### src/hdl/ptal_pkg.sv
package ptal_pkg;

   localparam int MAC_W = 48;
   localparam int TIME_W = 32;
   localparam int EV_W = 3;
   localparam int PC_W = 4;
   localparam int CSR_DATA_W = 64;
   localparam int CSR_ADDR_W = 4;

   localparam int DEFAULT_PEER_SLOTS = 8;
   localparam logic [TIME_W-1:0] DEFAULT_TIMEOUT_MS = 32'd30000;

   localparam logic MODE_ANNOUNCE = 1'b0;
   localparam logic MODE_SWEEP = 1'b1;

   // Register index as decoded from csr_paddr[3].
   localparam logic REG_SELF_MAC = 1'b0;
   localparam logic REG_TIMEOUT_MS = 1'b1;

   typedef enum logic [EV_W-1:0] {
      EV_REFRESHED = 3'd0,
      EV_DISCOVERED = 3'd1,
      EV_DROPPED_FULL = 3'd2,
      EV_SELF_IGNORED = 3'd3,
      EV_LOST = 3'd4,
      EV_SWEEP_DONE = 3'd5
   } event_type;

   typedef enum logic [2:0] {
      ST_IDLE,
      ST_WALK,
      ST_DECIDE,
      ST_ELECT,
      ST_FINISH
   } state_type;

   typedef struct packed {
      logic [MAC_W-1:0] mac;
      logic [TIME_W-1:0] seen_time;
   } entry_type;

   typedef struct packed {
      logic [MAC_W-1:0] self_mac;
      logic [TIME_W-1:0] timeout_ms;
   } cfg_type;

endpackage

### src/hdl/ptal_ifs.sv
interface ptal_req_if;
   logic valid;
   logic ready;
   logic mode;
   logic [ptal_pkg::TIME_W-1:0] now_ms;
   logic [ptal_pkg::MAC_W-1:0] peer_mac;

   modport source (output valid, mode, now_ms, peer_mac, input ready);
   modport sink (input valid, mode, now_ms, peer_mac, output ready);
endinterface

interface ptal_rsp_if;
   logic valid;
   logic ready;
   logic [ptal_pkg::EV_W-1:0] event_res;
   logic [ptal_pkg::MAC_W-1:0] event_mac;
   logic is_leader;
   logic role_changed;
   logic [ptal_pkg::PC_W-1:0] peer_count;
   logic last;

   modport source (output valid, event_res, event_mac, is_leader, role_changed,
                   peer_count, last, input ready);
   modport sink (input valid, event_res, event_mac, is_leader, role_changed,
                 peer_count, last, output ready);
endinterface

### src/hdl/ptal_csr.sv
module ptal_csr (
   input  logic clock,
   input  logic reset,
   input  logic csr_psel,
   input  logic csr_penable,
   input  logic csr_pwrite,
   input  logic [ptal_pkg::CSR_ADDR_W-1:0] csr_paddr,
   input  logic [ptal_pkg::CSR_DATA_W-1:0] csr_pwdata,
   output logic [ptal_pkg::CSR_DATA_W-1:0] csr_prdata,
   output logic csr_pready,
   output ptal_pkg::cfg_type cfg
);
   import ptal_pkg::*;

   logic [MAC_W-1:0] self_mac_ff, self_mac_in;
   logic [TIME_W-1:0] timeout_ff, timeout_in;
   logic wr_en;

   assign csr_pready = 1'b1;
   assign wr_en = csr_psel & csr_penable & csr_pwrite;

   always_comb begin
      self_mac_in = self_mac_ff;
      timeout_in = timeout_ff;
      if (wr_en) begin
         unique case (csr_paddr[3])
            REG_SELF_MAC: self_mac_in = csr_pwdata[MAC_W-1:0];
            REG_TIMEOUT_MS: timeout_in = csr_pwdata[TIME_W-1:0];
            default: ;
         endcase
      end
   end

   always_ff @(posedge clock) begin
      if (reset) begin
         self_mac_ff <= '0;
         timeout_ff <= DEFAULT_TIMEOUT_MS;
      end else begin
         self_mac_ff <= self_mac_in;
         timeout_ff <= timeout_in;
      end
   end

   always_comb begin
      unique case (csr_paddr[3])
         REG_SELF_MAC: csr_prdata = CSR_DATA_W'(self_mac_ff);
         REG_TIMEOUT_MS: csr_prdata = CSR_DATA_W'(timeout_ff);
         default: csr_prdata = '0;
      endcase
   end

   assign cfg.self_mac = self_mac_ff;
   assign cfg.timeout_ms = timeout_ff;

endmodule

### src/hdl/ptal_table_mem.sv
module ptal_table_mem #(
   parameter int DEPTH = ptal_pkg::DEFAULT_PEER_SLOTS - 1,
   parameter int AW = 3
) (
   input  logic clock,
   input  logic [AW-1:0] rd_addr,
   output ptal_pkg::entry_type rd_data,
   input  logic wr_en,
   input  logic [AW-1:0] wr_addr,
   input  ptal_pkg::entry_type wr_data
);
   import ptal_pkg::*;

   entry_type mem [DEPTH];
   entry_type rd_data_ff;

   always_ff @(posedge clock) begin
      if (wr_en) begin
         mem[wr_addr] <= wr_data;
      end
      rd_data_ff <= mem[rd_addr];
   end

   assign rd_data = rd_data_ff;

endmodule

### src/hdl/ptal_ctrl.sv
module ptal_ctrl #(
   parameter int PEER_SLOTS = ptal_pkg::DEFAULT_PEER_SLOTS,
   parameter int AW = 3,
   parameter int CW = 3
) (
   input  logic clock,
   input  logic reset,
   input  ptal_pkg::cfg_type cfg,
   ptal_req_if.sink req_bus,
   ptal_rsp_if.source rsp_bus,
   output logic [AW-1:0] mem_rd_addr,
   input  ptal_pkg::entry_type mem_rd_data,
   output logic mem_wr_en,
   output logic [AW-1:0] mem_wr_addr,
   output ptal_pkg::entry_type mem_wr_data
);
   import ptal_pkg::*;

   localparam int DEPTH = PEER_SLOTS - 1;
   localparam int XW = (CW > PC_W) ? CW : PC_W;

   function automatic logic [PC_W-1:0] peer_count_of(input logic [CW-1:0] c);
      logic [XW-1:0] e;
      e = XW'(c) + XW'(1);
      return e[PC_W-1:0];
   endfunction

   state_type state_ff, state_in;
   logic mode_ff, mode_in;
   logic [TIME_W-1:0] now_ff, now_in;
   logic [MAC_W-1:0] mac_ff, mac_in;
   logic [CW-1:0] count_ff, count_in;
   logic [CW-1:0] bound_ff, bound_in;
   logic [AW-1:0] rd_idx_ff, rd_idx_in;
   logic [AW-1:0] wr_idx_ff, wr_idx_in;
   logic lower_ff, lower_in;
   logic removed_ff, removed_in;
   logic leader_ff, leader_in;
   logic changed_ff, changed_in;
   event_type ev_ff, ev_in;
   logic [MAC_W-1:0] emac_ff, emac_in;

   logic o_valid_ff, o_valid_in;
   event_type o_ev_ff, o_ev_in;
   logic [MAC_W-1:0] o_mac_ff, o_mac_in;
   logic o_lead_ff, o_lead_in;
   logic o_chg_ff, o_chg_in;
   logic [PC_W-1:0] o_pc_ff, o_pc_in;
   logic o_last_ff, o_last_in;

   logic slot_free;
   logic last_entry;
   logic stale;
   logic entry_lower;
   logic new_lead;
   logic [AW-1:0] next_idx;
   logic [TIME_W-1:0] age;

   assign slot_free = !o_valid_ff || rsp_bus.ready;
   assign last_entry = (CW'(rd_idx_ff) + CW'(1)) == bound_ff;
   assign next_idx = rd_idx_ff + AW'(1);
   assign age = now_ff - mem_rd_data.seen_time;
   assign stale = age > cfg.timeout_ms;
   assign entry_lower = mem_rd_data.mac < cfg.self_mac;

   always_comb begin
      state_in = state_ff;
      mode_in = mode_ff;
      now_in = now_ff;
      mac_in = mac_ff;
      count_in = count_ff;
      bound_in = bound_ff;
      rd_idx_in = rd_idx_ff;
      wr_idx_in = wr_idx_ff;
      lower_in = lower_ff;
      removed_in = removed_ff;
      leader_in = leader_ff;
      changed_in = changed_ff;
      ev_in = ev_ff;
      emac_in = emac_ff;
      new_lead = 1'b1;

      o_valid_in = o_valid_ff & ~rsp_bus.ready;
      o_ev_in = o_ev_ff;
      o_mac_in = o_mac_ff;
      o_lead_in = o_lead_ff;
      o_chg_in = o_chg_ff;
      o_pc_in = o_pc_ff;
      o_last_in = o_last_ff;

      req_bus.ready = 1'b0;
      mem_rd_addr = rd_idx_ff;
      mem_wr_en = 1'b0;
      mem_wr_addr = wr_idx_ff;
      mem_wr_data = mem_rd_data;

      unique case (state_ff)
         ST_IDLE: begin
            req_bus.ready = 1'b1;
            mem_rd_addr = '0;
            if (req_bus.valid) begin
               mode_in = req_bus.mode;
               now_in = req_bus.now_ms;
               mac_in = req_bus.peer_mac;
               bound_in = count_ff;
               rd_idx_in = '0;
               wr_idx_in = '0;
               lower_in = 1'b0;
               removed_in = 1'b0;
               changed_in = 1'b0;
               if (req_bus.mode == MODE_ANNOUNCE && req_bus.peer_mac == cfg.self_mac) begin
                  ev_in = EV_SELF_IGNORED;
                  emac_in = req_bus.peer_mac;
                  state_in = ST_FINISH;
               end else if (count_ff == '0) begin
                  state_in = (req_bus.mode == MODE_ANNOUNCE) ? ST_DECIDE : ST_ELECT;
               end else begin
                  state_in = ST_WALK;
               end
            end
         end

         ST_WALK: begin
            if (mode_ff == MODE_ANNOUNCE) begin
               if (mem_rd_data.mac == mac_ff) begin
                  mem_wr_en = 1'b1;
                  mem_wr_addr = rd_idx_ff;
                  mem_wr_data.mac = mem_rd_data.mac;
                  mem_wr_data.seen_time = now_ff;
                  ev_in = EV_REFRESHED;
                  emac_in = mac_ff;
                  state_in = ST_FINISH;
               end else begin
                  lower_in = lower_ff | entry_lower;
                  if (last_entry) begin
                     state_in = ST_DECIDE;
                  end else begin
                     rd_idx_in = next_idx;
                     mem_rd_addr = next_idx;
                  end
               end
            end else if (stale && !slot_free) begin
               // Read the same entry again so its data is still there next cycle.
               mem_rd_addr = rd_idx_ff;
            end else begin
               if (stale) begin
                  o_valid_in = 1'b1;
                  o_ev_in = EV_LOST;
                  o_mac_in = mem_rd_data.mac;
                  o_lead_in = leader_ff;
                  o_chg_in = 1'b0;
                  o_pc_in = peer_count_of(count_ff - CW'(1));
                  o_last_in = 1'b0;
                  count_in = count_ff - CW'(1);
                  removed_in = 1'b1;
               end else begin
                  // Kept entries close up toward the front of the table.
                  mem_wr_en = (wr_idx_ff != rd_idx_ff);
                  mem_wr_addr = wr_idx_ff;
                  wr_idx_in = wr_idx_ff + AW'(1);
                  lower_in = lower_ff | entry_lower;
               end
               if (last_entry) begin
                  state_in = ST_ELECT;
               end else begin
                  rd_idx_in = next_idx;
                  mem_rd_addr = next_idx;
               end
            end
         end

         ST_DECIDE: begin
            emac_in = mac_ff;
            if (count_ff >= CW'(DEPTH)) begin
               ev_in = EV_DROPPED_FULL;
               changed_in = 1'b0;
            end else begin
               mem_wr_en = 1'b1;
               mem_wr_addr = count_ff[AW-1:0];
               mem_wr_data.mac = mac_ff;
               mem_wr_data.seen_time = now_ff;
               count_in = count_ff + CW'(1);
               new_lead = !(lower_ff || (mac_ff < cfg.self_mac));
               changed_in = new_lead != leader_ff;
               leader_in = new_lead;
               ev_in = EV_DISCOVERED;
            end
            state_in = ST_FINISH;
         end

         ST_ELECT: begin
            if (removed_ff) begin
               new_lead = !lower_ff;
               changed_in = new_lead != leader_ff;
               leader_in = new_lead;
            end else begin
               changed_in = 1'b0;
            end
            ev_in = EV_SWEEP_DONE;
            emac_in = '0;
            state_in = ST_FINISH;
         end

         ST_FINISH: begin
            if (slot_free) begin
               o_valid_in = 1'b1;
               o_ev_in = ev_ff;
               o_mac_in = emac_ff;
               o_lead_in = leader_ff;
               o_chg_in = changed_ff;
               o_pc_in = peer_count_of(count_ff);
               o_last_in = 1'b1;
               state_in = ST_IDLE;
            end
         end

         default: state_in = ST_IDLE;
      endcase
   end

   always_ff @(posedge clock) begin
      if (reset) begin
         state_ff <= ST_IDLE;
         count_ff <= '0;
         leader_ff <= 1'b1;
         o_valid_ff <= 1'b0;
      end else begin
         state_ff <= state_in;
         count_ff <= count_in;
         leader_ff <= leader_in;
         o_valid_ff <= o_valid_in;
      end
   end

   always_ff @(posedge clock) begin
      mode_ff <= mode_in;
      now_ff <= now_in;
      mac_ff <= mac_in;
      bound_ff <= bound_in;
      rd_idx_ff <= rd_idx_in;
      wr_idx_ff <= wr_idx_in;
      lower_ff <= lower_in;
      removed_ff <= removed_in;
      changed_ff <= changed_in;
      ev_ff <= ev_in;
      emac_ff <= emac_in;
      o_ev_ff <= o_ev_in;
      o_mac_ff <= o_mac_in;
      o_lead_ff <= o_lead_in;
      o_chg_ff <= o_chg_in;
      o_pc_ff <= o_pc_in;
      o_last_ff <= o_last_in;
   end

   assign rsp_bus.valid = o_valid_ff;
   assign rsp_bus.event_res = o_ev_ff;
   assign rsp_bus.event_mac = o_mac_ff;
   assign rsp_bus.is_leader = o_lead_ff;
   assign rsp_bus.role_changed = o_chg_ff;
   assign rsp_bus.peer_count = o_pc_ff;
   assign rsp_bus.last = o_last_ff;

endmodule

### src/hdl/peer_table_aging_leader_election_unit.sv
// Peer table with aging and lowest-MAC leader election. The block holds up to
// PEER_SLOTS-1 other peers in a single-port-read, single-port-write table and
// takes one item at a time. An announce walks the table one entry per cycle
// through the memory read port up to a matching entry, which it refreshes;
// when no entry matches it goes on to a decision step that adds the peer, or
// drops it when the table is full. A sweep walks every stored entry. Both can
// be held while the result channel does not take a held transfer (a lost
// transfer, or the final one). Each item ends with one transfer that has last
// set. The table needs no clearing after reset; only entries below the stored
// count are ever used.
// Registers: self_mac at byte address 0 and timeout_ms (reset 30000) at byte
// address 8, both 64-bit APB words.
module peer_table_aging_leader_election_unit #(
   parameter int PEER_SLOTS = ptal_pkg::DEFAULT_PEER_SLOTS
) (
   input  logic clock,
   input  logic reset,
   ptal_req_if.sink req_bus,
   ptal_rsp_if.source rsp_bus,
   input  logic csr_psel,
   input  logic csr_penable,
   input  logic csr_pwrite,
   input  logic [ptal_pkg::CSR_ADDR_W-1:0] csr_paddr,
   input  logic [ptal_pkg::CSR_DATA_W-1:0] csr_pwdata,
   output logic [ptal_pkg::CSR_DATA_W-1:0] csr_prdata,
   output logic csr_pready
);
   import ptal_pkg::*;

   localparam int DEPTH = PEER_SLOTS - 1;
   localparam int AW = (DEPTH > 1) ? $clog2(DEPTH) : 1;
   localparam int CW = $clog2(PEER_SLOTS);

   cfg_type cfg;
   logic [AW-1:0] mem_rd_addr;
   entry_type mem_rd_data;
   logic mem_wr_en;
   logic [AW-1:0] mem_wr_addr;
   entry_type mem_wr_data;

   ptal_csr u_csr (
      .clock(clock),
      .reset(reset),
      .csr_psel(csr_psel),
      .csr_penable(csr_penable),
      .csr_pwrite(csr_pwrite),
      .csr_paddr(csr_paddr),
      .csr_pwdata(csr_pwdata),
      .csr_prdata(csr_prdata),
      .csr_pready(csr_pready),
      .cfg(cfg)
   );

   ptal_table_mem #(
      .DEPTH(DEPTH),
      .AW(AW)
   ) u_table (
      .clock(clock),
      .rd_addr(mem_rd_addr),
      .rd_data(mem_rd_data),
      .wr_en(mem_wr_en),
      .wr_addr(mem_wr_addr),
      .wr_data(mem_wr_data)
   );

   ptal_ctrl #(
      .PEER_SLOTS(PEER_SLOTS),
      .AW(AW),
      .CW(CW)
   ) u_ctrl (
      .clock(clock),
      .reset(reset),
      .cfg(cfg),
      .req_bus(req_bus),
      .rsp_bus(rsp_bus),
      .mem_rd_addr(mem_rd_addr),
      .mem_rd_data(mem_rd_data),
      .mem_wr_en(mem_wr_en),
      .mem_wr_addr(mem_wr_addr),
      .mem_wr_data(mem_wr_data)
   );

endmodule
### src/flat_wrapper.sv
// flat-port wrapper written by rule: the top's interface ports become plain ports
module peer_table_aging_leader_election_unit_flat import ptal_pkg::*;
#(
   parameter int PEER_SLOTS = ptal_pkg::DEFAULT_PEER_SLOTS
)
  (clock, reset, csr_psel, csr_penable, csr_pwrite, csr_paddr, csr_pwdata, csr_prdata, csr_pready, req_bus_valid, req_bus_mode, req_bus_now_ms, req_bus_peer_mac, req_bus_ready, rsp_bus_valid, rsp_bus_event_res, rsp_bus_event_mac, rsp_bus_is_leader, rsp_bus_role_changed, rsp_bus_peer_count, rsp_bus_last, rsp_bus_ready);
  ptal_req_if req_bus_i ();
  ptal_rsp_if rsp_bus_i ();
  input  logic clock;
  input  logic reset;
  input  logic csr_psel;
  input  logic csr_penable;
  input  logic csr_pwrite;
  input  logic [ptal_pkg::CSR_ADDR_W-1:0] csr_paddr;
  input  logic [ptal_pkg::CSR_DATA_W-1:0] csr_pwdata;
  output logic [ptal_pkg::CSR_DATA_W-1:0] csr_prdata;
  output logic csr_pready;
  input wire logic [$bits(req_bus_i.valid)-1:0] req_bus_valid;
  input wire logic [$bits(req_bus_i.mode)-1:0] req_bus_mode;
  input wire logic [$bits(req_bus_i.now_ms)-1:0] req_bus_now_ms;
  input wire logic [$bits(req_bus_i.peer_mac)-1:0] req_bus_peer_mac;
  output wire logic [$bits(req_bus_i.ready)-1:0] req_bus_ready;
  output wire logic [$bits(rsp_bus_i.valid)-1:0] rsp_bus_valid;
  output wire logic [$bits(rsp_bus_i.event_res)-1:0] rsp_bus_event_res;
  output wire logic [$bits(rsp_bus_i.event_mac)-1:0] rsp_bus_event_mac;
  output wire logic [$bits(rsp_bus_i.is_leader)-1:0] rsp_bus_is_leader;
  output wire logic [$bits(rsp_bus_i.role_changed)-1:0] rsp_bus_role_changed;
  output wire logic [$bits(rsp_bus_i.peer_count)-1:0] rsp_bus_peer_count;
  output wire logic [$bits(rsp_bus_i.last)-1:0] rsp_bus_last;
  input wire logic [$bits(rsp_bus_i.ready)-1:0] rsp_bus_ready;
  assign req_bus_i.valid = req_bus_valid;
  assign req_bus_i.mode = req_bus_mode;
  assign req_bus_i.now_ms = req_bus_now_ms;
  assign req_bus_i.peer_mac = req_bus_peer_mac;
  assign req_bus_ready = req_bus_i.ready;
  assign rsp_bus_valid = rsp_bus_i.valid;
  assign rsp_bus_event_res = rsp_bus_i.event_res;
  assign rsp_bus_event_mac = rsp_bus_i.event_mac;
  assign rsp_bus_is_leader = rsp_bus_i.is_leader;
  assign rsp_bus_role_changed = rsp_bus_i.role_changed;
  assign rsp_bus_peer_count = rsp_bus_i.peer_count;
  assign rsp_bus_last = rsp_bus_i.last;
  assign rsp_bus_i.ready = rsp_bus_ready;
  peer_table_aging_leader_election_unit #(.PEER_SLOTS(PEER_SLOTS)) u_core (.clock(clock), .reset(reset), .req_bus(req_bus_i), .rsp_bus(rsp_bus_i), .csr_psel(csr_psel), .csr_penable(csr_penable), .csr_pwrite(csr_pwrite), .csr_paddr(csr_paddr), .csr_pwdata(csr_pwdata), .csr_prdata(csr_prdata), .csr_pready(csr_pready));
endmodule
### config.mk
export PLATFORM = sky130hd
export DESIGN_NAME = peer_table_aging_leader_election_unit_flat
export DESIGN_NICKNAME = d
export VERILOG_FILES = /design/src/hdl/ptal_pkg.sv /design/src/hdl/ptal_ifs.sv /design/src/hdl/ptal_csr.sv /design/src/hdl/ptal_table_mem.sv /design/src/hdl/ptal_ctrl.sv /design/src/hdl/peer_table_aging_leader_election_unit.sv /design/src/flat_wrapper.sv
export SDC_FILE = /design/constraint.sdc
export NUM_CORES = 2
export LEC_CHECK = 0
export BUFFER_PORTS_ARGS = -buffer_cell sky130_fd_sc_hd__clkbuf_2
export CAP_MARGIN = 20
export CORE_AREA = 2 2 294 296
export DETAILED_ROUTE_END_ITERATION = 10
export DIE_AREA = 0 0 296 298
export PLACE_DENSITY = 0.77
export SETUP_SLACK_MARGIN = 0.3
export SYNTH_ARGS = -nofsm -noshare
export SYNTH_HDL_FRONTEND = slang
export SYNTH_SLANG_ARGS = --single-unit
### constraint.sdc
create_clock -name clock -period 25.6 [get_ports clock]
set_input_delay 1.28 -clock clock [delete_from_list [all_inputs] [get_ports clock]]
set_output_delay 1.28 -clock clock [all_outputs]
set_load 0.05 [all_outputs]
# Yosys cells after proc, flatten, opt, wreduce, memory -nomap -nowiden
# Memory sizes are Yosys's and may differ from the RTL's. A register that Yosys moved wholly into a read port is not among the register bits.
# Cells that the tools add are included.
word_totals:
  reg_bits: 290
  ramBits: 560
  in_bits: 156
  elab_cells: 202
  memories: 1
op_classes:
  addsub: 7
  order_cmp: 4
  n_eq_ne: 26
  mux: 104
  bitwise: 7
  n_reduce_logical: 30
mem_list:
  columns: ["memory", "depth", "word_bits", "read_ports", "rd_clocked_by_memory_dff", "write_ports", "line", "text"]
  rows:
  - ["u_core.u_table.mem", 7, 80, 1, 1, 1, "ptal_table_mem.sv:14", "entry_type mem [DEPTH];"]
ops:
  columns: ["cell", "n"]
  rows:
  - ["48-bit two-way mux", 8]
  - ["48-bit case mux with 4 select lines", 1]
  - ["80-bit case mux with 2 select lines", 1]
  - ["64-bit case mux with 2 select lines", 1]
  - ["48-bit == test", 2]
  - ["48-bit < comparator", 2]
  - ["48-bit case mux with 2 select lines", 1]
  - ["3-bit two-way mux", 31]
  - ["80-bit two-way mux", 1]
  - ["32-bit two-way mux", 2]
  - ["3-bit case mux with 2 select lines", 6]
  - ["5-bit AND reduction", 7]
  - ["1-bit two-way mux", 34]
  - ["32-bit > comparator", 1]
  - ["32-bit subtractor", 1]
  - ["3-bit case mux with 4 select lines", 2]
  - ["2-bit != test, second input constant", 11]
  - ["4-bit two-way mux", 4]
  - ["1-bit case mux with 2 select lines", 8]
  - ["3-bit != test, second input constant", 5]
  - ["2-bit AND reduction", 5]
  - ["3-bit by 1-bit adder with 3-bit output, second input constant", 3]
  - ["3-bit by 1-bit adder with 4-bit output, second input constant", 2]
  - ["4-bit case mux with 2 select lines", 1]
  - ["other kinds (22)", 38]

# Depth between registers and ports, before layout
logic_depth:
  ltp_word: 9
  ltp_mapped: 27
  depth_no_buf: 23

# By module
# From an unflattened synthesis, not the netlist that was laid out.
hier_totals:
  cells_unflattened: 3204
  hier_area_um2: 43396.6
by_module_without_submodules:
  columns: ["module", "n_inst", "cells_each", "area_each_um2", "seq_area_each_um2"]
  rows:
  - ["ptal_table_mem", 1, 1206, 24477.2, 18417.7]
  - ["ptal_ctrl", 1, 1605, 14961.8, 6226.0]
  - ["ptal_csr", 1, 393, 3957.5, 1601.5]

# Least setup slack after synthesis
# Ideal clock, no wire load.
synth_path:
  path_type: "register -> register"
  start: "reg u_core.u_ctrl.now_ff[0]"
  end: "mem u_core.u_table.mem[6][0] (netlist name) (enable)"
  setup_ps: 616
  t_arrival_ps: 9827
  required_time_ps: 24984
  slack_ps: 15157
  path_stages_with_launch: 22
  period_less_slack_ps: 10443
  path_cell_list: "edfxtp_1 > inv_1 > ha_1 > inv_1 > fa_1 > a211o_1 > a211oi_1 > nor3b_1 > a221oi_1 > a211oi_1 > o31ai_1 > o21ai_0 > xor2_1 > ha_1 > nand4_1 > nor4_1 > nand2_1 > nor2_1 > a21oi_1 > o41ai_1 > nand2_1 > nor3_1"
synth_between:
  elab_chain_len: 8
  word_cells_on_any_way: 9
  classes_between: "1 x add/sub; 1 x order compare; 6 x mux; 1 x reduce/logical"
synth_rtl:
  columns: ["item", "line", "text"]
  rows:
  - ["start: declaration", "ptal_ctrl.sv:30", "logic [TIME_W-1:0] now_ff, now_in;"]
  - ["start signal: assignment", "ptal_ctrl.sv:237", "now_ff <= now_in;"]
  - ["32-bit subtractor *", "ptal_ctrl.sv:62", "assign age = now_ff - mem_rd_data.seen_time;"]
  - ["32-bit > comparator *", "ptal_ctrl.sv:63", "assign stale = age > cfg.timeout_ms;"]
  - ["1-bit two-way mux / 1-bit logical AND (equally long branches)", "ptal_ctrl.sv:146, ptal_ctrl.sv:142", null]
  - ["1-bit two-way mux *", "ptal_ctrl.sv:142", "end else if (stale && !slot_free) begin"]
  - ["1-bit two-way mux *", "ptal_ctrl.sv:124", "if (mode_ff == MODE_ANNOUNCE) begin"]
  - ["1-bit case mux with 2 select lines *", "ptal_ctrl.sv:97", "unique case (state_ff)"]
  - ["1-bit two-way mux *", "ptal_table_mem.sv:18", "if (wr_en) begin"]
  - ["1-bit two-way mux (not written as such) *", "ptal_table_mem.sv:19", "mem[wr_addr] <= wr_data;"]
  - ["end: declaration", "ptal_table_mem.sv:14", null]
# Every way passes the cells marked *; elsewhere a longest branch is shown, timed or not.

# Final worst setup path
layout_path:
  start: "reg u_core.u_ctrl.now_ff[0]"
  end: "reg, netlist name u_core.u_table.rd_data[1]"
layout_between:
  elab_chain_len: 6
layout_rtl:
  columns: ["item", "line"]
  rows:
  - ["32-bit subtractor", "ptal_ctrl.sv:62"]
  - ["32-bit > comparator", "ptal_ctrl.sv:63"]
  - ["1-bit logical AND", "ptal_ctrl.sv:142"]
  - ["3-bit two-way mux", "ptal_ctrl.sv:142"]
  - ["3-bit two-way mux", "ptal_ctrl.sv:124"]
  - ["3-bit case mux with 2 select lines", "ptal_ctrl.sv:97"]
# Every way passes these cells.
# A chain may end at the register's enable or synchronous reset.

==> impl_metrics.tcl <==
set metrics [dict create \
    status "completed" \
    r2r_setup_slack_ns 16.07 \
    timing.rr.start "u_core.u_ctrl.now_ff[0]" \
    async_flop_share 0 \
    p_leak_uw 0.0187 \
    cp.arrival_ns 10.01 \
    synth_largest_area_cell "edfxtp_1" \
    crit_chain "inv_1 > ha_1 > inv_1 > fa_1 > a211o_1 > a211oi_1 > nor3b_1 > a221oi_1 > a211oi_1 > o31ai_1 > o21ai_0 > xor2_1 > ha_1 > nand4_1 > nor4_1 > nand2_1 > nor2_1 > a2111o_1 > and3_4 > or3_2 > or2_4 > buf_4 > o221ai_1" \
    antenna_found_initial 9 \
    cts_tree "built" \
    drv_slew 0 \
    p_per_area_nw_per_um2 138 \
    h-tree-depth 3 \
    gr-total-overflow 0 \
    avgSynthCellArea_um2 12.2 \
    die_y_um 298 \
    ir_drop_uv 85.6 \
    die_area_um2 88200 \
    setup_viol 0 \
    cp.required_ns 26.07 \
    grt_pass1_vias 28200 \
    ys_warn_count 0 \
    grt_max_degree 161 \
    start_util 0.496 \
    core_um2 84900 \
    rsz0062_at_grt "false" \
    cts_setup_buffers 0 \
    numPortBuffers 244 \
    synth_edf_count 762 \
    hold_buffers 0 \
    nets 3967 \
    cts_made_buffers 94 \
    path_clk_slew_ns 0.06 \
    synth_ff_type "edfxtp_1" \
    drive_gt1_frac 0.130 \
    gp_congestion 1.01 \
    cts_num_sinks 930 \
    ys_ff_latch 930 \
    syn_area_um2 42100 \
    worstSetupPathType "flop to flop" \
    area_growth_pct 13.2 \
    synth_cells 3457 \
    synthTopCellsByArea "edfxtp_1 54%, dfxtp_1 8.0%, nand2_1 5.1%, ha_1 4.9%, mux2i_1 3.8%" \
    cp-end-kind "flop" \
    finalSetupTns_ns 0 \
    dr.pass1.iters 6 \
    multi_input_area_um2 14400 \
    hold_viol_final 0 \
    whs_endpoint "u_core.u_csr.self_mac_ff[45]" \
    final-seq-area_um2 26200 \
    drc 0 \
    p_total_uw 6570 \
    clk_latency_ns 0.67 \
    period_share 0.372 \
    min_path_cells 2 \
    slowest_delay_ns 0.94 \
    fp-row-count 107 \
    grtUsageTotal 0.285 \
    root_buffer "clkbuf_16" \
    fin_skew_ns 0.0374 \
    period_minus_slack_ns 9.53 \
    reg2reg_to "u_core.u_table.rd_data[1]" \
    cpMaxStageDelayCell "or3_2" \
    slew_headroom 0.145 \
    vias 30000 \
    fmax_ghz 0.105 \
    reg2regPathDepth 23 \
    viasPerCell 6.15 \
    ys_seq_area_frac 0.624 \
    post_synth_num_cell_types 70 \
    antenna_left 0 \
    wire_per_inst_um 26.2 \
    fill_cells 6816 \
    cts_buffer_depth 3 \
    io_pins 281 \
    max_cap_violations 0 \
    tightest_slew_ns 1.27 \
    hold_path.class "flop to flop" \
    grt_pass1_wl_um 184000 \
    drt_iter0_markers 4203 \
    finalWirelength_um 128000 \
    synth_top_area_frac 0.544 \
    hold_start "u_core.u_csr.self_mac_ff[45]" \
    start_kind "flop" \
    hpwl_um 80400 \
    die_w_um 296 \
    cts_resized 0 \
    cp_max_fo 44 \
]
## synth_stat cells (18+ instances only)
cell type and number:
nand2_1 575, a21o_1 52, buf_4 18, o21ai_0 91
o221ai_1 79, o311ai_0 43, a22o_1 48, xnor2_1 86
xor2_1 46, a21boi_0 82, o31ai_1 85, nor3_1 18
dfxtp_1 168, nor2_1 81, buf_1 19, o311ai_1 39
clkbuf_1 149, mux2i_1 161, ha_1 164, nand4_1 45
and3_1 90, buf_2 27, a21oi_1 148, inv_1 207
edfxtp_1 762
## stage by stage
stage | util | setup slack [ns] | instances | hold WS (ns) | cell area, um^2
6_report | 0.561 | 16.07 | 4879 | 0.464 | 47700
5_1_grt | 0.561 | 15.68 | 4874 | 0.482 | 47600
4_1_cts | 0.561 | 16.41 | 4869 | 0.465 | 47600
3_5_place_dp | 0.523 | 16.44 | 4691 | 0.456 | 44400
3_3_place_gp | 0.523 | 16.51 | 4691 | 0.442 | 44400
2_1_floorplan | - | 15.16 | 3472 | 0.431 | 42100
## worst max path at each step
stage,startpoint,endpoint,cells after the start
after floorplan,u_core.u_ctrl.now_ff[0],u_core.u_table.mem[6][0],21
after global placement,u_core.u_ctrl.now_ff[0],u_core.u_table.rd_data[58],22
after detailed placement,u_core.u_ctrl.now_ff[0],u_core.u_table.rd_data[64],22
after CTS,u_core.u_ctrl.now_ff[0],u_core.u_table.rd_data[64],22
after global routing,u_core.u_ctrl.now_ff[0],u_core.u_table.rd_data[1],23
final,u_core.u_ctrl.now_ff[0],u_core.u_table.rd_data[1],23
## per-layer routing
layer	global-route usage	routed length, um	part of all wire
met1	0.398	49100	0.38
met2	0.421	56100	0.44
met3	0.0810	18000	0.14
met4	0.108	4760	0.037
met5	0	50	0.00039
## worst max-delay path: cells and delay by family (launching register included)
kind                     cells  cell delay (ns)
AND/OR/NAND/NOR              8             4.05
AO/OA/AOI/OAI                8             2.77
adder cells (fa/ha/maj)      3             0.96
buffers and inverters        3             0.88
flip-flops                   1             0.38
XOR/XNOR                     1             0.18
## power breakdown
part	leakage [uW]	internal [uW]	switching, uW
Clock	0.00156	819	596
Sequential	0.00839	2310	222
Combinational	0.00878	824	1800
## layout make-up
cell class / count / area share
inverters: 208 / 0.0164
flip-flops and latches: 930 / 0.551
clock buffers: 123 / 0.0550
repair buffers: 291 / 0.0336
diodes: 7 / 0.000368
multi-input cells: 2121 / 0.302
well taps: 1144 / 0.0300
clock inverters: 55 / 0.0123
## state kept, by name, summed over array words and instances, names as in the netlist, 4 cells and up
signal,flops
u_core.u_table.mem,560
u_core.u_table.rd_data,80
u_core.u_csr.self_mac_ff,48
u_core.u_ctrl.emac_ff,48
u_core.u_ctrl.mac_ff,48
u_core.u_ctrl.rsp_bus.event_mac,48
u_core.u_csr.timeout_ff,32
u_core.u_ctrl.now_ff,32
u_core.u_ctrl.rsp_bus.peer_count,4
## kinds of logic (layout without fill, tap and decap cells)
kind of cell             count (synthesis)  after routing  synth area share
flip-flops                             930            930             0.624
AND/OR/NAND/NOR                        889            889            0.0926
AO/OA/AOI/OAI                          756            756             0.128
buffers and inverters                  421            677            0.0400
adder cells (fa/ha/maj)                165            165            0.0492
multiplexers                           162            162            0.0386
XOR/XNOR                               132            132            0.0275
other                                    2             24          0.000178
## cell usage in the layout (no fill, tap or decap), types with 43 or more instances in the layout
master       n
a21boi_0    82
dfxtp_1    168
o21ai_0     91
clkbuf_16   95
o311ai_0    43
a21o_1      52
o221ai_1    79
inv_1      206
nor2_1      72
xnor2_1     86
xor2_1      46
nand4_1     45
clkbuf_2   242
a21oi_1    146
mux2i_1    161
buf_4       44
a22o_1      48
o31ai_1     85
ha_1       164
nand2_1    573
edfxtp_1   762
and3_1      89
(Power assumes the default switching activity.)
